--- config.mk ---
export PLATFORM = sky130hd
export DESIGN_NAME = pit_queue
export DESIGN_NICKNAME = d
export VERILOG_FILES = /design/src/rtl/pit_pkg.sv /design/src/rtl/pit_queue.sv
export SDC_FILE = /design/constraint.sdc
export NUM_CORES = 1
export LEC_CHECK = 0
export BUFFER_PORTS_ARGS = -buffer_cell sky130_fd_sc_hd__buf_2
export CORE_UTILIZATION = 40
export CTS_CLUSTER_SIZE = 25
export DETAILED_ROUTE_END_ITERATION = 6
export SYNTH_ARGS = -nofsm -noshare
export SYNTH_HDL_FRONTEND = slang
export SYNTH_SLANG_ARGS = --single-unit
export TNS_END_PERCENT = 5
--- constraint.sdc ---
create_clock -name clk -period 14.47 [get_ports clk]
set_input_delay 2.894 -clock clk [delete_from_list [all_inputs] [get_ports clk]]
set_output_delay 2.894 -clock clk [all_outputs]
set_load 0.01 [all_outputs]
--- src/rtl/pit_pkg.sv ---
`timescale 1ns / 1ps
// Shared types, widths and helpers for the point-in-tetrahedron core.
// No dependencies; every other file imports this package.
package pit_pkg;

  // Coordinate format: signed Q12.8, COORD_BITS of each field are used
  localparam int COORD_BITS = 21;
  localparam int IN_W       = 21;
  localparam int CFG_W      = 63;
  localparam int CFG_IDX_W  = 2;

  // Datapath widths derived from the coordinate width
  localparam int DW    = COORD_BITS + 1;     // vertex difference
  localparam int XW    = 2 * DW + 1;         // cross product component
  localparam int LO_W  = (XW + 1) / 2;       // low slice of a cross component
  localparam int HI_W  = XW - LO_W;          // high (signed) slice
  localparam int PW_LO = DW + LO_W + 1;      // partial product, low slice
  localparam int PW_HI = DW + HI_W;          // partial product, high slice
  localparam int TW    = 3 * DW + 3;         // triple product

  // Weight format
  localparam int QW        = 17;             // quotient bits, 0..65536
  localparam int W_W       = 18;
  localparam int DIV_STEPS = QW;
  localparam logic signed [W_W-1:0] W_MINUS_ONE = W_W'(-65536);
  localparam logic signed [W_W-1:0] W_ONE       = W_W'(65536);

  // Queue between front and back
  localparam int QDEPTH = 4;
  localparam int QPTR_W = 2;
  localparam int QCNT_W = 3;

  // Number of triple products per point: V, VA, VB, VC, VD
  localparam int NTRI = 5;

  typedef enum logic [CFG_IDX_W-1:0] {
    REG_VERTEX_A,
    REG_VERTEX_B,
    REG_VERTEX_C,
    REG_VERTEX_D
  } reg_idx_t;

  typedef logic signed [COORD_BITS-1:0] coord_t;
  typedef logic signed [DW-1:0]         diff_t;
  typedef logic signed [XW-1:0]         xcomp_t;

  typedef struct packed {
    coord_t x;
    coord_t y;
    coord_t z;
  } crd_t;

  typedef struct packed {
    diff_t x;
    diff_t y;
    diff_t z;
  } vec_t;

  typedef struct packed {
    xcomp_t x;
    xcomp_t y;
    xcomp_t z;
  } xvec_t;

  typedef struct packed {
    crd_t a;
    crd_t b;
    crd_t c;
    crd_t d;
  } tet_t;

  // Classified point: inside flag and orientation-normalized volumes
  typedef struct packed {
    logic          in_tet;
    logic [TW-1:0] v;
    logic [TW-1:0] va;
    logic [TW-1:0] vb;
    logic [TW-1:0] vc;
  } cls_t;

  typedef struct packed {
    logic full;
    logic empty;
  } qstat_t;

  // Unpack a vertex register: x low, then y, then z
  function automatic crd_t unpack_vtx(logic [CFG_W-1:0] r);
    crd_t c;
    c.x = coord_t'(r[0 +: COORD_BITS]);
    c.y = coord_t'(r[COORD_BITS +: COORD_BITS]);
    c.z = coord_t'(r[2*COORD_BITS +: COORD_BITS]);
    return c;
  endfunction

  function automatic vec_t vsub(crd_t a, crd_t b);
    vec_t r;
    r.x = diff_t'(a.x) - diff_t'(b.x);
    r.y = diff_t'(a.y) - diff_t'(b.y);
    r.z = diff_t'(a.z) - diff_t'(b.z);
    return r;
  endfunction

  function automatic xvec_t vcross(vec_t b, vec_t c);
    logic signed [2*DW-1:0] p0, p1, p2, p3, p4, p5;
    xvec_t r;
    p0 = b.y * c.z;
    p1 = b.z * c.y;
    p2 = b.z * c.x;
    p3 = b.x * c.z;
    p4 = b.x * c.y;
    p5 = b.y * c.x;
    r.x = xcomp_t'(p0) - xcomp_t'(p1);
    r.y = xcomp_t'(p2) - xcomp_t'(p3);
    r.z = xcomp_t'(p4) - xcomp_t'(p5);
    return r;
  endfunction

  function automatic diff_t vcomp(vec_t v, int k);
    diff_t r;
    case (k)
      0:       r = v.x;
      1:       r = v.y;
      default: r = v.z;
    endcase
    return r;
  endfunction

  function automatic xcomp_t xcomp(xvec_t v, int k);
    xcomp_t r;
    case (k)
      0:       r = v.x;
      1:       r = v.y;
      default: r = v.z;
    endcase
    return r;
  endfunction

endpackage

--- src/rtl/pit_queue.sv ---
`timescale 1ns / 1ps
// Short queue of classified words between the front and back ends.
// Depends on pit_pkg.
module pit_queue (
  input  logic            clk,
  input  logic            rst,
  input  logic            push,
  input  pit_pkg::cls_t   din,
  input  logic            pop,
  output pit_pkg::cls_t   dout,
  output pit_pkg::qstat_t qs
);
  import pit_pkg::*;

  cls_t              mem [QDEPTH];
  logic [QPTR_W-1:0] wp, rp;
  logic [QCNT_W-1:0] cnt;

  assign dout     = mem[rp];
  assign qs.full  = (cnt == QCNT_W'(QDEPTH));
  assign qs.empty = (cnt == '0);

  // pointers and fill count
  always_ff @(posedge clk) begin
    if (rst) begin
      wp  <= '0;
      rp  <= '0;
      cnt <= '0;
    end else begin
      if (push) wp <= wp + 1'b1;
      if (pop)  rp <= rp + 1'b1;
      if (push && !pop)      cnt <= cnt + 1'b1;
      else if (pop && !push) cnt <= cnt - 1'b1;
    end
  end

  // storage
  always_ff @(posedge clk) begin
    if (push) mem[wp] <= din;
  end

endmodule

==> flow_summary.json <==
{
  "num_vias": 18100,
  "dpl_cell_area_sq_um": 44900,
  "viasPerCell": 5.05,
  "clockBufferDepth": 3,
  "global_route.usage.total_pct": 16.6,
  "start_util_pct": 40.5,
  "syn_to_final_growth_pct": 19.4,
  "required_ns": 11.58,
  "final_hold_viol_count": 0,
  "drt-total-wl_microns": 86300,
  "setup_violations": 0,
  "die_area_sq_um": 103000,
  "pwr-share-seq_pct": 51.8,
  "p_leak_nw": 16.3,
  "fp-row-count": 116,
  "startpoint_type": "flop",
  "die_h_microns": 321,
  "grt_pass1_vias": 19200,
  "synth.net_count": 1778,
  "fillers": 8227,
  "grt_max_degree": 135,
  "cts_inserted_buffers": 113,
  "worstMarginPinSlew_ns": 1.09,
  "clk_latency_ns": 0.68,
  "slew_viol_final": 0,
  "antenna_found_initial": 23,
  "cts_resized": 0,
  "setup-tns-final_ns": 0,
  "synth.distinct_cells": 22,
  "power_density_nw_per_um2": 150,
  "worst-path-max-fanout": 66,
  "pwr-share-comb_pct": 9.2,
  "yosys_warnings": 0,
  "final_cell_mix": "edfxtp_1, buf_2, mux4_2",
  "overflow": 0,
  "grt_setup_unrepaired": "false",
  "clockRootBuffer": "clkbuf_16",
  "fin_worst_skew_ns": 0.0181,
  "cp-end-kind": "output port",
  "synth_cells": 1491,
  "postCtsSetupRepairBufs": 0,
  "clock.fmax_ghz": 0.145,
  "cp_num_buf_inv": 3,
  "synth_area_per_cell_sq_um": 27.3,
  "switching_share_pct": 21.9,
  "final_nets": 2411,
  "mostFrequentLayoutCell": "edfxtp_1",
  "finalCoreUtilization_pct": 48.4,
  "critPathMostFrequentCell": "buf_4",
  "antenna_left": 0,
  "wire_per_inst_microns": 24.1,
  "postCtsHoldBufs": 0,
  "ys_seq_area_share_pct": 82.2,
  "ys_ff_latch": 1117,
  "ios": 560,
  "worstPathCellList": "buf_4, buf_4, mux4_2, buf_2",
  "drcViolationCount": 0,
  "status": "finished clean",
  "routabilityCongestion": 0.754,
  "cts_tree": "built",
  "path_delay_family": "buffers and inverters",
  "drive_gt1_share_pct": 42.7,
  "slowest_delay_ns": 0.89,
  "cts.clk_slew.worst_paths_ns": 0.06,
  "detail_route.first_pass.iterations": 4,
  "clock-sinks": 1117,
  "fin_crit_sh_pct": 47.7,
  "path_class": "reg2out",
  "htreeDepth": 3,
  "cpMaxStageDelayCell": "buf_4",
  "layout_min_cycle_time_ns": 6.91,
  "maxSlewHeadroom_pct": 27.5,
  "drtIter0Drc": 1206,
  "p_clk_share_pct": 39.0,
  "peakVddDrop_mv": 0.114,
  "maxCapViolCount": 0,
  "holdWs_ns": 0.523,
  "hpwl_microns": 52600,
  "mappedNetlistArea_sq_um": 40700,
  "arrival_ns": 4.02,
  "hold_class": "reg2reg",
  "chipWidth_microns": 321,
  "final_cell_area_sq_um": 48600,
  "port_buffers": 559,
  "grt_pass1_wl_microns": 126000,
  "p_int_w": 0.00567,
  "p_sw_w": 0.00159,
  "core_sq_um": 100000
}
==> worst min-delay path: stages (launching register included) <==
cell and delay (ns):
dfxtp_1 0.32, xor2_1 0.06, nor2_1 0.10
==> kinds of logic (layout without fill, tap and decap cells) <==
logic type	count (synthesis)	in the layout	share of synthesized area [%]
other cells	0	16	0
compound gates	2	2	0.0246
fa+ha+maj	6	6	0.203
xor+xnor	5	5	0.108
buf+inv	67	790	1.23
mux	279	279	16.1
simple gates	15	15	0.181
flops	1117	1117	82.2
==> registers in the layout (all words and copies together), names as in the netlist, named ones only <==
name,count
rp,2
mem,1108
cnt,3
wp,2
==> stage by stage <==
stage | total power [W] | worst slack (ns) | instances
final | 0.00727 | 7.56 | 3587
after detailed placement | 0.00452 | 8.25 | 3366
after global placement | 0.00450 | 8.27 | 3366
after global routing | 0.00752 | 7.37 | 3583
after floorplan | 0.00425 | 4.65 | 1491
after CTS | 0.00737 | 7.48 | 3571
==> power by group through the flow <==
stage | Combinational (W) | Sequential [W] | Clock, W
2_1_floorplan | 0.000393 | 0.00385 | 0
3_3_place_gp | 0.000678 | 0.00382 | 0
3_5_place_dp | 0.000686 | 0.00383 | 0
4_1_cts | 0.000689 | 0.00376 | 0.00292
5_1_grt | 0.000714 | 0.00377 | 0.00303
6_report | 0.000668 | 0.00376 | 0.00284
==> synthesized netlist by cell type (all sizes together) <==
library cell	n	area share (%)
or3	1	0.015
nor2	7	0.065
xor2	3	0.065
clkbuf	7	0.065
dfxtp	9	0.44
xnor2	2	0.043
inv	4	0.037
fa	1	0.049
mux2i	2	0.049
and2	4	0.061
nand2	1	0.0092
ha	5	0.15
buf	56	1.1
mux4	277	16
nor3	1	0.012
a21oi	1	0.012
o21ai	1	0.012
nor3b	1	0.018
edfxtp	1108	82
==> area by class of cell <==
cell class | count | area (sq um) | share of cell area [%]
sequential | 1117 | 33500 | 68.9
multi-input combinational | 307 | 6760 | 13.9
clock buffer | 141 | 3020 | 6.21
timing repair buffer | 581 | 3000 | 6.17
tap | 1357 | 1700 | 3.49
clock inverter | 64 | 601 | 1.24
antenna | 16 | 40.0 | 0.0824
inverter | 4 | 15.0 | 0.0309
==> layer usage <==
metal	global-route usage, %	part of all wire, %	vias up	wire length [microns]
met2	27.8	52	487	44600
met5	0	0.12	-	105
met4	6.98	3.5	18	3010
met1	20.1	39	9562	33300
met3	4.73	6.1	174	5280
li1	-	-	7869	-
==> final timing paths <==
path	startpoint	to	slack [ns]	depth (start not counted)
worst max-delay path	flop	dout[121]	7.56	4
worst min-delay path	rp[1]	flop	0.52	2
worst max register to register	wp[0]	mem[2][119]	10.92	5
worst min register to register	rp[1]	flop	0.52	2
Power figures use the tool's default switching activity.
